**src/hdl/bfsa_pkg.sv**
```systemverilog
package bfsa_pkg;

    localparam int MAX_TASKS = 32;
    localparam int IDX_W     = $clog2(MAX_TASKS);
    localparam int CNT_W     = $clog2(MAX_TASKS + 1);
    localparam int ADDR_W    = 16;
    localparam int ID_W      = 16;
    localparam int TIME_W    = 32;
    localparam int FREED_W   = 6;

    typedef enum logic [2:0] {
        CMD_ALLOC   = 3'd0,
        CMD_FREE    = 3'd1,
        CMD_TICK    = 3'd2,
        CMD_COMPACT = 3'd3,
        CMD_HOLE    = 3'd4,
        CMD_EXISTS  = 3'd5
    } t_cmd;

    typedef enum logic [2:0] {
        ST_OK        = 3'd0,
        ST_NO_FIT    = 3'd1,
        ST_NOT_FOUND = 3'd2,
        ST_DUP_ID    = 3'd3,
        ST_FULL      = 3'd4
    } t_status;

    typedef enum logic [2:0] {
        S_IDLE,
        S_DISPATCH,
        S_SCAN,
        S_DECIDE,
        S_INSERT,
        S_FILTER,
        S_REBASE,
        S_DONE
    } t_state;

    typedef struct packed {
        logic [2:0]        cmd;
        logic [ID_W-1:0]   proc_id;
        logic [ADDR_W-1:0] req_size;
        logic [TIME_W-1:0] run_time;
        logic [TIME_W-1:0] elapsed;
    } t_item;

    typedef struct packed {
        logic [2:0]         status;
        logic [ADDR_W-1:0]  base_addr;
        logic [ADDR_W-1:0]  hole_size;
        logic               found;
        logic [FREED_W-1:0] freed_count;
        logic [ADDR_W-1:0]  free_words;
        logic               any_resident;
    } t_result;

    typedef struct packed {
        logic [ID_W-1:0]   id;
        logic [ADDR_W-1:0] base;
        logic [ADDR_W-1:0] size;
        logic [TIME_W-1:0] rtime;
    } t_seg;

    typedef struct packed {
        logic load;
        logic scan;
        logic decide;
        logic ins;
        logic filt;
        logic filt_end;
        logic reb;
        logic emit;
    } t_ctl;

    typedef struct packed {
        logic [2:0] cmd;
        logic       at_end;
        logic       ins_hit;
        logic       alloc_ok;
        logic       free_ok;
    } t_sts;

endpackage

```
**src/hdl/bfsa_ctrl.sv**
```systemverilog
module bfsa_ctrl (
    input  logic          i_clk,
    input  logic          i_rst_n,
    input  logic          start,
    input  bfsa_pkg::t_sts i_sts,
    output bfsa_pkg::t_ctl o_ctl,
    output logic          busy
);
    import bfsa_pkg::*;

    t_state r_state;
    t_state n_state;

    always_ff @(posedge i_clk) begin
        if (!i_rst_n) begin
            r_state <= S_IDLE;
        end else begin
            r_state <= n_state;
        end
    end

    always_comb begin
        n_state = r_state;
        case (r_state)
            S_IDLE: begin
                if (start) n_state = S_DISPATCH;
            end
            S_DISPATCH: begin
                case (i_sts.cmd)
                    CMD_ALLOC, CMD_FREE, CMD_HOLE, CMD_EXISTS: n_state = S_SCAN;
                    CMD_TICK:    n_state = S_FILTER;
                    CMD_COMPACT: n_state = S_REBASE;
                    default:     n_state = S_DONE;
                endcase
            end
            S_SCAN: begin
                if (i_sts.at_end) n_state = S_DECIDE;
            end
            S_DECIDE: begin
                if (i_sts.cmd == CMD_ALLOC && i_sts.alloc_ok) n_state = S_INSERT;
                else if (i_sts.cmd == CMD_FREE && i_sts.free_ok) n_state = S_FILTER;
                else n_state = S_DONE;
            end
            S_INSERT: begin
                if (i_sts.ins_hit) n_state = S_DONE;
            end
            S_FILTER: begin
                if (i_sts.at_end) n_state = S_DONE;
            end
            S_REBASE: begin
                if (i_sts.at_end) n_state = S_DONE;
            end
            S_DONE: begin
                n_state = S_IDLE;
            end
            default: n_state = S_IDLE;
        endcase
    end

    always_comb begin
        o_ctl = '0;
        busy  = 1'b1;
        case (r_state)
            S_IDLE: begin
                busy       = 1'b0;
                o_ctl.load = start;
            end
            S_SCAN:   o_ctl.scan   = 1'b1;
            S_DECIDE: o_ctl.decide = 1'b1;
            S_INSERT: o_ctl.ins    = 1'b1;
            S_FILTER: begin
                o_ctl.filt     = !i_sts.at_end;
                o_ctl.filt_end = i_sts.at_end;
            end
            S_REBASE: o_ctl.reb  = !i_sts.at_end;
            S_DONE:   o_ctl.emit = 1'b1;
            default:  o_ctl = '0;
        endcase
    end

endmodule

```
**src/hdl/bfsa_datapath.sv**
```systemverilog
module bfsa_datapath (
    input  logic              i_clk,
    input  logic              i_rst_n,
    input  bfsa_pkg::t_item   i_item,
    input  logic              i_cfg_we,
    input  logic [15:0]       i_cfg_data,
    input  bfsa_pkg::t_ctl    i_ctl,
    output bfsa_pkg::t_sts    o_sts,
    output logic              o_valid,
    output bfsa_pkg::t_result o_result
);
    import bfsa_pkg::*;

    // segment table, kept sorted by base address
    t_seg r_seg [MAX_TASKS];

    logic [ADDR_W-1:0]  r_mem;
    logic [CNT_W-1:0]   r_count;
    logic [ADDR_W-1:0]  r_used;
    t_item              r_in;
    logic [CNT_W-1:0]   r_idx;
    logic [CNT_W-1:0]   r_wr;
    logic [ADDR_W-1:0]  r_cursor;
    logic               r_best_found;
    logic [ADDR_W-1:0]  r_best_len;
    logic [ADDR_W-1:0]  r_best_base;
    logic [CNT_W-1:0]   r_best_pos;
    logic               r_hit;
    logic [CNT_W-1:0]   r_hit_pos;
    logic [FREED_W-1:0] r_freed;
    t_status            r_status;
    logic [ADDR_W-1:0]  r_base_out;
    logic [ADDR_W-1:0]  r_hole_out;
    logic               r_found_out;
    logic               r_valid;
    t_result            r_result;

    logic [CNT_W-1:0]  rd_ptr;
    t_seg              rd;
    logic              at_end;
    logic [ADDR_W-1:0] limit;
    logic [ADDR_W-1:0] gap;
    logic              fits;
    logic              drop;
    logic              is_tick;
    logic              alloc_ok;
    t_seg              kept;
    t_seg              fresh;

    assign rd_ptr  = i_ctl.ins ? (r_idx - CNT_W'(1)) : r_idx;
    assign rd      = r_seg[rd_ptr[IDX_W-1:0]];
    assign at_end  = (r_idx == r_count);
    assign limit   = at_end ? r_mem : rd.base;
    assign gap     = limit - r_cursor;
    assign fits    = (gap != '0) && (gap >= r_in.req_size) &&
                     (!r_best_found || gap < r_best_len);
    assign is_tick = (r_in.cmd == CMD_TICK);
    assign drop    = is_tick ? (rd.rtime <= r_in.elapsed) : (r_idx == r_hit_pos);
    assign alloc_ok = !r_hit && (r_count != CNT_W'(MAX_TASKS)) &&
                      (r_in.req_size != '0) && r_best_found;

    always_comb begin
        kept = rd;
        if (is_tick) kept.rtime = rd.rtime - r_in.elapsed;
        fresh.id    = r_in.proc_id;
        fresh.base  = r_best_base;
        fresh.size  = r_in.req_size;
        fresh.rtime = r_in.run_time;
    end

    always_comb begin
        o_sts.cmd      = r_in.cmd;
        o_sts.at_end   = at_end;
        o_sts.ins_hit  = (r_idx == r_best_pos);
        o_sts.alloc_ok = alloc_ok;
        o_sts.free_ok  = r_hit;
    end

    // table writes: one port
    always_ff @(posedge i_clk) begin
        if (i_ctl.ins) begin
            if (r_idx == r_best_pos) r_seg[r_idx[IDX_W-1:0]] <= fresh;
            else r_seg[r_idx[IDX_W-1:0]] <= rd;
        end else if (i_ctl.filt && !drop) begin
            r_seg[r_wr[IDX_W-1:0]] <= kept;
        end else if (i_ctl.reb) begin
            r_seg[r_idx[IDX_W-1:0]] <= '{id: rd.id, base: r_cursor, size: rd.size,
                                         rtime: rd.rtime};
        end
    end

    // working registers, no reset needed
    always_ff @(posedge i_clk) begin
        if (i_ctl.load) begin
            r_in         <= i_item;
            r_idx        <= '0;
            r_wr         <= '0;
            r_cursor     <= '0;
            r_best_found <= 1'b0;
            r_best_len   <= '0;
            r_best_base  <= '0;
            r_best_pos   <= '0;
            r_hit        <= 1'b0;
            r_hit_pos    <= '0;
            r_freed      <= '0;
            r_status     <= ST_OK;
            r_base_out   <= '0;
            r_hole_out   <= '0;
            r_found_out  <= 1'b0;
        end
        if (i_ctl.scan) begin
            if (fits) begin
                r_best_found <= 1'b1;
                r_best_len   <= gap;
                r_best_base  <= r_cursor;
                r_best_pos   <= r_idx;
            end
            if (!at_end) begin
                if (rd.id == r_in.proc_id && !r_hit) begin
                    r_hit     <= 1'b1;
                    r_hit_pos <= r_idx;
                end
                r_cursor <= rd.base + rd.size;
                r_idx    <= r_idx + CNT_W'(1);
            end
        end
        if (i_ctl.decide) begin
            // free walks up from the bottom, insert walks down from the top
            r_idx <= (r_in.cmd == CMD_FREE) ? '0 : r_count;
            r_wr  <= '0;
            case (r_in.cmd)
                CMD_ALLOC: begin
                    if (r_hit) r_status <= ST_DUP_ID;
                    else if (r_count == CNT_W'(MAX_TASKS)) r_status <= ST_FULL;
                    else if (!alloc_ok) r_status <= ST_NO_FIT;
                    else begin
                        r_base_out <= r_best_base;
                    end
                end
                CMD_FREE: begin
                    if (!r_hit) r_status <= ST_NOT_FOUND;
                end
                CMD_HOLE: begin
                    if (r_best_found) begin
                        r_hole_out  <= r_best_len;
                        r_found_out <= 1'b1;
                    end else begin
                        r_status <= ST_NO_FIT;
                    end
                end
                CMD_EXISTS: r_found_out <= r_hit;
                default: r_status <= ST_OK;
            endcase
        end
        if (i_ctl.ins && r_idx != r_best_pos) r_idx <= r_idx - CNT_W'(1);
        if (i_ctl.filt) begin
            r_idx <= r_idx + CNT_W'(1);
            if (!drop) r_wr <= r_wr + CNT_W'(1);
            else if (is_tick) r_freed <= r_freed + FREED_W'(1);
        end
        if (i_ctl.reb) begin
            r_cursor <= r_cursor + rd.size;
            r_idx    <= r_idx + CNT_W'(1);
        end
        if (i_ctl.emit) begin
            r_result.status       <= r_status;
            r_result.base_addr    <= r_base_out;
            r_result.hole_size    <= r_hole_out;
            r_result.found        <= r_found_out;
            r_result.freed_count  <= r_freed;
            r_result.free_words   <= r_mem - r_used;
            r_result.any_resident <= (r_count != '0);
        end
    end

    // store bookkeeping
    always_ff @(posedge i_clk) begin
        if (!i_rst_n) begin
            r_mem   <= 16'hFFFF;
            r_count <= '0;
            r_used  <= '0;
            r_valid <= 1'b0;
        end else begin
            r_valid <= i_ctl.emit;
            if (i_cfg_we) begin
                r_mem   <= i_cfg_data;
                r_count <= '0;
                r_used  <= '0;
            end else if (i_ctl.ins && r_idx == r_best_pos) begin
                r_count <= r_count + CNT_W'(1);
                r_used  <= r_used + r_in.req_size;
            end else if (i_ctl.filt && drop) begin
                r_used  <= r_used - rd.size;
            end else if (i_ctl.filt_end) begin
                r_count <= r_wr;
            end
        end
    end

    assign o_valid  = r_valid;
    assign o_result = r_result;

endmodule

```
**src/hdl/best_fit_segment_allocator.sv**
```systemverilog
// channel   | direction | handshake                       | payload
// ----------+-----------+---------------------------------+----------------
// command   | in        | start high while busy low       | i_item
// result    | out       | o_valid, one cycle, no stall    | o_result
// config    | in        | i_cfg_we, no wait               | i_cfg_data
//
// commands walk the segment table one entry per cycle: first a scan of gaps and ids,
// then at most one more pass to insert, filter or rebase; tick and compact do only
// that second pass, with no scan
// reset is synchronous, active low: empty table, memory_words = 65535
// the receiver cannot stall; each transaction gives exactly one result
module best_fit_segment_allocator (
    input  logic               i_clk,
    input  logic               i_rst_n,
    input  logic               start,
    input  bfsa_pkg::t_item    i_item,
    output logic               busy,
    input  logic               i_cfg_we,
    input  logic [15:0]        i_cfg_data,
    output logic               o_valid,
    output bfsa_pkg::t_result  o_result
);
    import bfsa_pkg::*;

    // command bundle from the sequencer, status back from the datapath
    t_ctl ctl;
    t_sts sts;

    // sequencer: scan and decide, then at most one table pass; tick and compact skip the scan
    bfsa_ctrl u_ctrl (
        .i_clk   (i_clk),
        .i_rst_n (i_rst_n),
        .start   (start),
        .i_sts   (sts),
        .o_ctl   (ctl),
        .busy    (busy)
    );

    // sorted segment table, gap search and result registers
    bfsa_datapath u_dp (
        .i_clk      (i_clk),
        .i_rst_n    (i_rst_n),
        .i_item     (i_item),
        .i_cfg_we   (i_cfg_we),
        .i_cfg_data (i_cfg_data),
        .i_ctl      (ctl),
        .o_sts      (sts),
        .o_valid    (o_valid),
        .o_result   (o_result)
    );

endmodule

```
**config.mk**
```make
export PLATFORM = sky130hd
export DESIGN_NAME = best_fit_segment_allocator
export DESIGN_NICKNAME = d
export VERILOG_FILES = /design/src/hdl/bfsa_pkg.sv /design/src/hdl/bfsa_ctrl.sv /design/src/hdl/bfsa_datapath.sv /design/src/hdl/best_fit_segment_allocator.sv
export SDC_FILE = /design/constraint.sdc
export NUM_CORES = 2
export LEC_CHECK = 0
export ABC_AREA = 0
export BUFFER_PORTS_ARGS = -buffer_cell sky130_fd_sc_hd__buf_2
export CORE_AREA = 2 2 401 483
export CTS_CLUSTER_SIZE = 8
export DETAILED_ROUTE_END_ITERATION = 7
export DIE_AREA = 0 0 403 485
export PLACE_DENSITY = 0.79
export SLEW_MARGIN = 20
export SYNTH_ARGS = -nofsm -noshare
export SYNTH_HDL_FRONTEND = slang
export SYNTH_HIERARCHICAL = 1
export SYNTH_SLANG_ARGS = --single-unit
```
**constraint.sdc**
```tcl
create_clock -name i_clk -period 14.3 [get_ports i_clk]
set_input_delay 1.43 -clock i_clk [delete_from_list [all_inputs] [get_ports i_clk]]
set_output_delay 1.43 -clock i_clk [all_outputs]
set_load 0.02 [all_outputs]
```
# Word-level counts from Yosys, hierarchy flattened
# Memory sizes are Yosys's and may differ from the RTL's.
# Cells that the tools add are included.
[op_classes]
mul = 0
n_reduce_logical = 30
n_shift = 0
n_bitwise = 3
addsub = 12
mux = 105
div_mod_pow = 0
magnitude_cmp = 3
n_eq_ne = 24
[ops]
columns = ["operator", "count"]
rows = [
  ["16-bit 2-to-1 mux", 23],
  ["80-bit 2-to-1 mux", 3],
  ["6-bit 2-to-1 mux", 26],
  ["80-bit OR reduction", 1],
  ["16-bit adder", 3],
  ["16-bit subtractor", 3],
  ["3-bit 2-to-1 mux", 12],
  ["32-bit less-or-equal comparator", 1],
  ["1-bit 2-to-1 mux", 32],
  ["32-bit 2-to-1 mux", 1],
  ["16-bit nonzero test", 2],
  ["32-bit subtractor", 1],
  ["6-bit by 1-bit adder with 6-bit output (second input constant)", 4],
  ["3-bit one-hot mux with 7 select lines", 1],
  ["3-bit == test (second input constant)", 6],
  ["6-bit == test", 3],
  ["16-bit == test", 1],
  ["16-bit greater-or-equal comparator", 1],
  ["16-bit < comparator", 1],
  ["3-bit by 2-bit == test with 1-bit output (second input constant)", 4],
  ["1-bit logical AND", 12],
  ["3-bit one-hot mux with 4 select lines", 1],
  ["5-bit 2-to-1 mux", 2],
  ["3-bit one-hot mux with 3 select lines", 1],
  ["other kinds (20)", 32],
]
[totals]
latch_bits = 0
out_inout_bits = 61
ram_bits = 2560
mem_bits_ro = 0
wordCells = 209
input_bits = 119
reg_bits = 316
memories = 1
[memory_table]
columns = ["memory", "words", "width", "rd", "rd_clocked_by_memory_dff", "wr", "line", "text"]
rows = [
  ["u_dp.r_seg", 32, 80, 1, 0, 1, "bfsa_datapath.sv:15", "t_seg r_seg [MAX_TASKS];"],
]

# Depth between registers and ports, before layout
# An unclocked memory read counts as a cell.
[depth]
depth_word = 13
ltp_mapped = 45
depth_no_buf = 30

# Modules after synthesis
# Netlist, hierarchy kept.
[by_module_without_submodules]
columns = ["module", "seq_area_each_um2", "cells_each", "n_inst", "area_per_inst_um2"]
rows = [
  ["bfsa_datapath", 84721.3, 6942, 1, 119313.2],
  ["bfsa_ctrl", 60.1, 40, 1, 292.8],
]

# Worst setup path before layout
# Ideal clock, no wire load.
[synth_path]
path_type = "register to register"
from = "register u_dp.r_idx[1]"
to = "memory u_dp/r_seg[24][0] (netlist name), enable pin"
slack_ns = 2.740
n_path_buf = 14
path_stages_with_launch = 35
arrival_ns = 11.040
setup_time_ns = 0.519
period_less_slack_ns = 11.560
t_required_ns = 13.781
cell_sequence = "dfxtp_1 buf_2 buf_1 buf_2 buf_2 clkinv_1 ha_1 buf_2 nand2_1 and2_1 buf_4 buf_2 buf_2 buf_4 buf_2 buf_2 clkbuf_1 clkbuf_1 mux4_2 nand2_1 a311oi_1 a31oi_1 ha_1 inv_1 fa_1 a21o_1 a221oi_1 a211o_1 a21oi_1 o211ai_1 nand3_1 nand2_1 clkbuf_1 a41oi_1 nor2_1"
[synth_between]
elab_chain_len = 12
word_cells_on_any_way = 31
classes_between = "1 x add/sub; 1 x order compare; 3 x eq/ne; 19 x mux; 2 x bitwise; 4 x reduce/logical; 1 x memory"
[synth_lines]
columns = ["item", "line", "text"]
rows = [
  ["from (decl)", "bfsa_datapath.sv:21", "logic [CNT_W-1:0] r_idx;"],
  ["from (signal assigned)", "bfsa_datapath.sv:124", "r_idx <= r_idx + CNT_W'(1);"],
  ["from (signal assigned)", "bfsa_datapath.sv:129", "r_idx <= (r_in.cmd == CMD_FREE) ? '0 : r_count;"],
  ["from (signal assigned)", "bfsa_datapath.sv:155", "if (i_ctl.ins && r_idx != r_best_pos) r_idx <= r_idx - CNT_W'(1);"],
  ["6-bit by 1-bit subtractor with 6-bit output", "--", ""],
  ["5-bit 2-to-1 mux", "bfsa_datapath.sv:50", "assign rd_ptr = i_ctl.ins ? (r_idx - CNT_W'(1)) : r_idx;"],
  ["memory 32 x 80 bit", "--", ""],
  ["32-bit less-or-equal comparator", "bfsa_datapath.sv:58", "assign drop = is_tick ? (rd.rtime <= r_in.elapsed) : (r_idx == r_hit_pos);"],
  ["1-bit 2-to-1 mux", "bfsa_datapath.sv:58", ""],
  ["1-bit logical NOT", "bfsa_datapath.sv:84", "end else if (i_ctl.filt && !drop) begin"],
  ["1-bit logical AND", "bfsa_datapath.sv:84", ""],
  ["1-bit 2-to-1 mux", "bfsa_datapath.sv:84", ""],
  ["1-bit 2-to-1 mux", "bfsa_datapath.sv:81", "if (i_ctl.ins) begin"],
  ["1-bit 2-to-1 mux (on tied branches)", "bfsa_datapath.sv:85, bfsa_datapath.sv:87", ""],
  ["80-bit OR reduction (no source line) or 1-bit OR (tied branches)", "--", ""],
  ["5-bit 2-to-1 mux (no source line) or 1-bit 2-to-1 mux (tied branches)", "--", ""],
  ["to (decl)", "bfsa_datapath.sv:15", ""],
]
# Several ways; a longest one is shown, not always the timed one.

# Worst setup path in the final report
[layout_path]
from = "register u_dp.r_idx[0]"
to = "memory u_dp/r_seg[7][54] (netlist name), enable pin"
# Same word-level chain as after synthesis.

==> results.ini <==
[sta]
hold_viol_final=0
worst_pin_slew_ns=1.24
max_freq_ghz=0.0846
drv_slew=0
clock_skew_ns=0.124
final.period_utilization=0.827
finalSetupViolCount=0
rsz0062_at_grt=false
fin_setup_tns_ns=0
slew_headroom=0.172
fin_crit_ns=11.82

[route]
drc=4
post_drt_wl_per_cell_um=35.8
routed_wl_um=356000
wl_met1_um=116000
drt-vias-per-instance=7.33
firstDrtPassIters=8
num_vias=73000
ant_nets=0
route.met3.wl_um=48200
top_layer=met5
dr.first_iter.drc_count=11800
routed-wl-met2_um=169000

[floorplanning]
core_area_um2=191000
rows=176
initial_utilization=0.627
die_h_um=485
dieArea_um2=195000
io_pins=180
die_w_um=403

[clock_tree]
clk_path_buf_depth=4
cts.sinks=2876
cts-hold-fix-buffers=0
htreeDepth=5
post_cts_buffers=0
clk_pin_slew_worst_paths_ns=0.05
numCtsBuffers=410
cts_root_buffer=clkbuf_16
ctsResizeCount=0
insertion_delay_ns=1.02
cts_tree=done

[global_route]
grt_pass1_vias=73000
grt_max_degree=121
antenna_found_initial=5
grt_first_pass_wirelength_um=509000
overflow=0
grtUsageTotal=0.364

[power_and_ir_drop]
power_w=0.0326
p_per_area_nw_per_um2=241
peakVddDrop_mv=0.185
leakage_nw=45.0

[outcome]
violations=DRC
status=finished with violations

[synthesis]
synth_warnings=6
synth_ff_type=edfxtp_1
synth.net_count=7252
synth_edf_count=2718
syn-mean-instance-area_um2=17.1
netlist_instances=6982
ys_ff_latch=2876
synth_area_um2=120000
synth-async-reset-ratio=0
yosysSeqAreaShare=0.709
synth.distinct_cells=83

[cells_and_area]
layout_common_cells=edfxtp_1 (2718), nand2_1 (696), mux4_2 (623), clkbuf_16 (414), nand3_1 (285)
layout_commonest_cell=edfxtp_1
seq_area_um2=84800
num-nets-final=7637
fill_cells=10900
syn_to_final_growth_pct=13.2
multi_input_area_um2=33400
drive_gt1_frac=0.211

[hold_path]
hp-class=flop to flop
hold_depth=0
hold-path-endpoint=u_dp/o_result[49]$_DFFE_PP_
min-delay-start=u_dp/r_base_out[9]$_DFF_P_

[worst_setup_path]
worstPathRequired_ns=14.87
reg2regPathDepth=24
r2r_setup_slack_ns=2.48
worst-path-max-fanout=120
endpoint_kind=flop
rr_startpoint=u_dp/r_idx[0]$_DFF_P_
critical_path_arrival_ns=12.39
cp-start-kind=flop
r2r_end=u_dp/r_seg[7][54]$_DFFE_PP_
critical_path_class=flop to flop

[place]
dpl.hpwl_um=175000
gp_congestion=0.902
io_buffers=179

[run]
maxCapViolations=0

cells in the mapped netlist, types with 23 or more instances:
library cell  instances  share of area
nor2b_1              36         0.0019
xor2_1               52         0.0038
nand2b_1             23         0.0012
ha_1                145          0.015
nand2_1             698          0.022
a31oi_1              35         0.0018
mux4_2              623           0.12
mux2i_1             272          0.023
dfxtp_1             158          0.026
nor2_1              240         0.0075
a22oi_1              53         0.0033
o22ai_1              86         0.0045
edfxtp_1           2718           0.68
a211oi_1             31         0.0019
nor3_1               65         0.0027
mux2_2               40         0.0038
buf_2                94         0.0039
a21o_1               51         0.0032
a221oi_1             23         0.0017
xnor2_1              91         0.0067
a311oi_1             23         0.0017
clkbuf_1            196         0.0062
a21oi_1             194         0.0081
buf_4                30         0.0019
nor4_1               23         0.0012
nand4_1              26         0.0014
inv_1               159         0.0050
nand3_1             286          0.012
buf_1                66         0.0021
o21ai_0             159         0.0067
final cells by class:
type,instances,share of cell area
inverter,163,0.00452
clock buffer,486,0.0785
timing repair buffer,360,0.0199
antenna,2,0.0000370
sequential,2876,0.626
multi-input combinational,3556,0.246
clock inverter,12,0.00122
tap,2492,0.0230
critical path: stages (launching register included):
cell,delay [ns]
dfxtp_2,0.33
inv_1,0.41
ha_4,0.49
nand2_1,0.71
and2_4,0.96
buf_12,0.39
buf_12,0.46
mux4_2,0.41
mux4_2,0.48
nand2_1,0.16
nand2_1,0.18
ha_1,0.45
and3_1,0.25
and2_1,0.16
and4_1,0.28
a21oi_1,0.16
o41ai_2,0.18
nand3_1,0.63
nand2_1,0.61
a21oi_1,0.24
nor3_1,0.26
o22ai_2,0.34
nor2_4,0.83
buf_4,0.67
buf_4,0.91
power by group:
| group | internal, W | switching [W] | total [W] | leakage [nW] |
|---|---|---|---|---|
| Sequential | 0.0109 | 0.000230 | 0.0111 | 25.9 |
| Clock | 0.00511 | 0.00338 | 0.00850 | 5.26 |
| Combinational | 0.00476 | 0.00826 | 0.0130 | 13.9 |
layer usage:
layer / GRT usage / vias up
li1: - / 28400
met1: 0.460 / 36400
met2: 0.576 / 6745
met3: 0.0989 / 1379
met4: 0.207 / 4
met5: 0 / -
registers in the layout (all words and copies together), names as in the netlist, 6 cells and up:
signal            cells
u_dp/r_seg         2560
u_dp/r_wr             6
u_dp/r_best_pos       6
u_dp/r_used          16
u_dp/r_freed          6
u_dp/r_base_out      16
u_dp/r_best_len      16
u_dp/r_hole_out      16
u_dp/r_count          6
u_dp/o_result        59
u_dp/r_mem           16
u_dp/r_cursor        16
u_dp/r_best_base     16
u_dp/r_in            32
u_dp/r_hit_pos        6
u_dp/r_idx            6
u_dp/fresh           64
kinds of logic (layout without fill, tap and decap cells):
family                     Yosys count  in the layout  synth area share
adders and majority gates          151            151            0.0162
and+or+nand+nor                   1503           1503            0.0563
muxes                              937            937             0.144
DFF                               2876           2876             0.709
other                                0              2                 0
buffers and inverters              550           1021            0.0192
xor gates and xnor gates           143            143            0.0105
AOI/OAI and AO/OA                  822            822            0.0449
worst max-delay path by stage:
stage	from	end	slack, ns	cells after the start
5_1_grt	u_dp/r_idx[0]$_DFF_P_	u_dp/r_seg[7][54]$_DFFE_PP_	2.35	24
3_3_place_gp	u_dp/r_idx[0]$_DFF_P_	u_dp/r_seg[7][58]$_DFFE_PP_	3.28	24
3_5_place_dp	u_dp/r_idx[0]$_DFF_P_	u_dp/r_seg[7][58]$_DFFE_PP_	3.02	24
6_report	u_dp/r_idx[0]$_DFF_P_	u_dp/r_seg[7][54]$_DFFE_PP_	2.48	24
4_1_cts	u_dp/r_idx[0]$_DFF_P_	u_dp/r_seg[7][53]$_DFFE_PP_	2.83	23
2_1_floorplan	u_dp/r_idx[1]$_DFF_P_	u_dp/r_seg[24][0]$_DFFE_PP_	2.74	34
through the flow:
step / setup slack (ns) / util / area, um2 / hold slack, ns / cells
CTS: 2.83 / 0.709 / 135000 / 0.430 / 9944
global route: 2.35 / 0.710 / 135000 / 0.435 / 9947
finish: 2.48 / 0.710 / 135000 / 0.429 / 9947
floorplan: 2.74 / - / 120000 / 0.409 / 6982
detailed placement: 3.02 / 0.652 / 124000 / 0.417 / 9446
global placement: 3.28 / 0.651 / 124000 / 0.418 / 9444
Note: power is estimated with default switching activity, not from simulation.
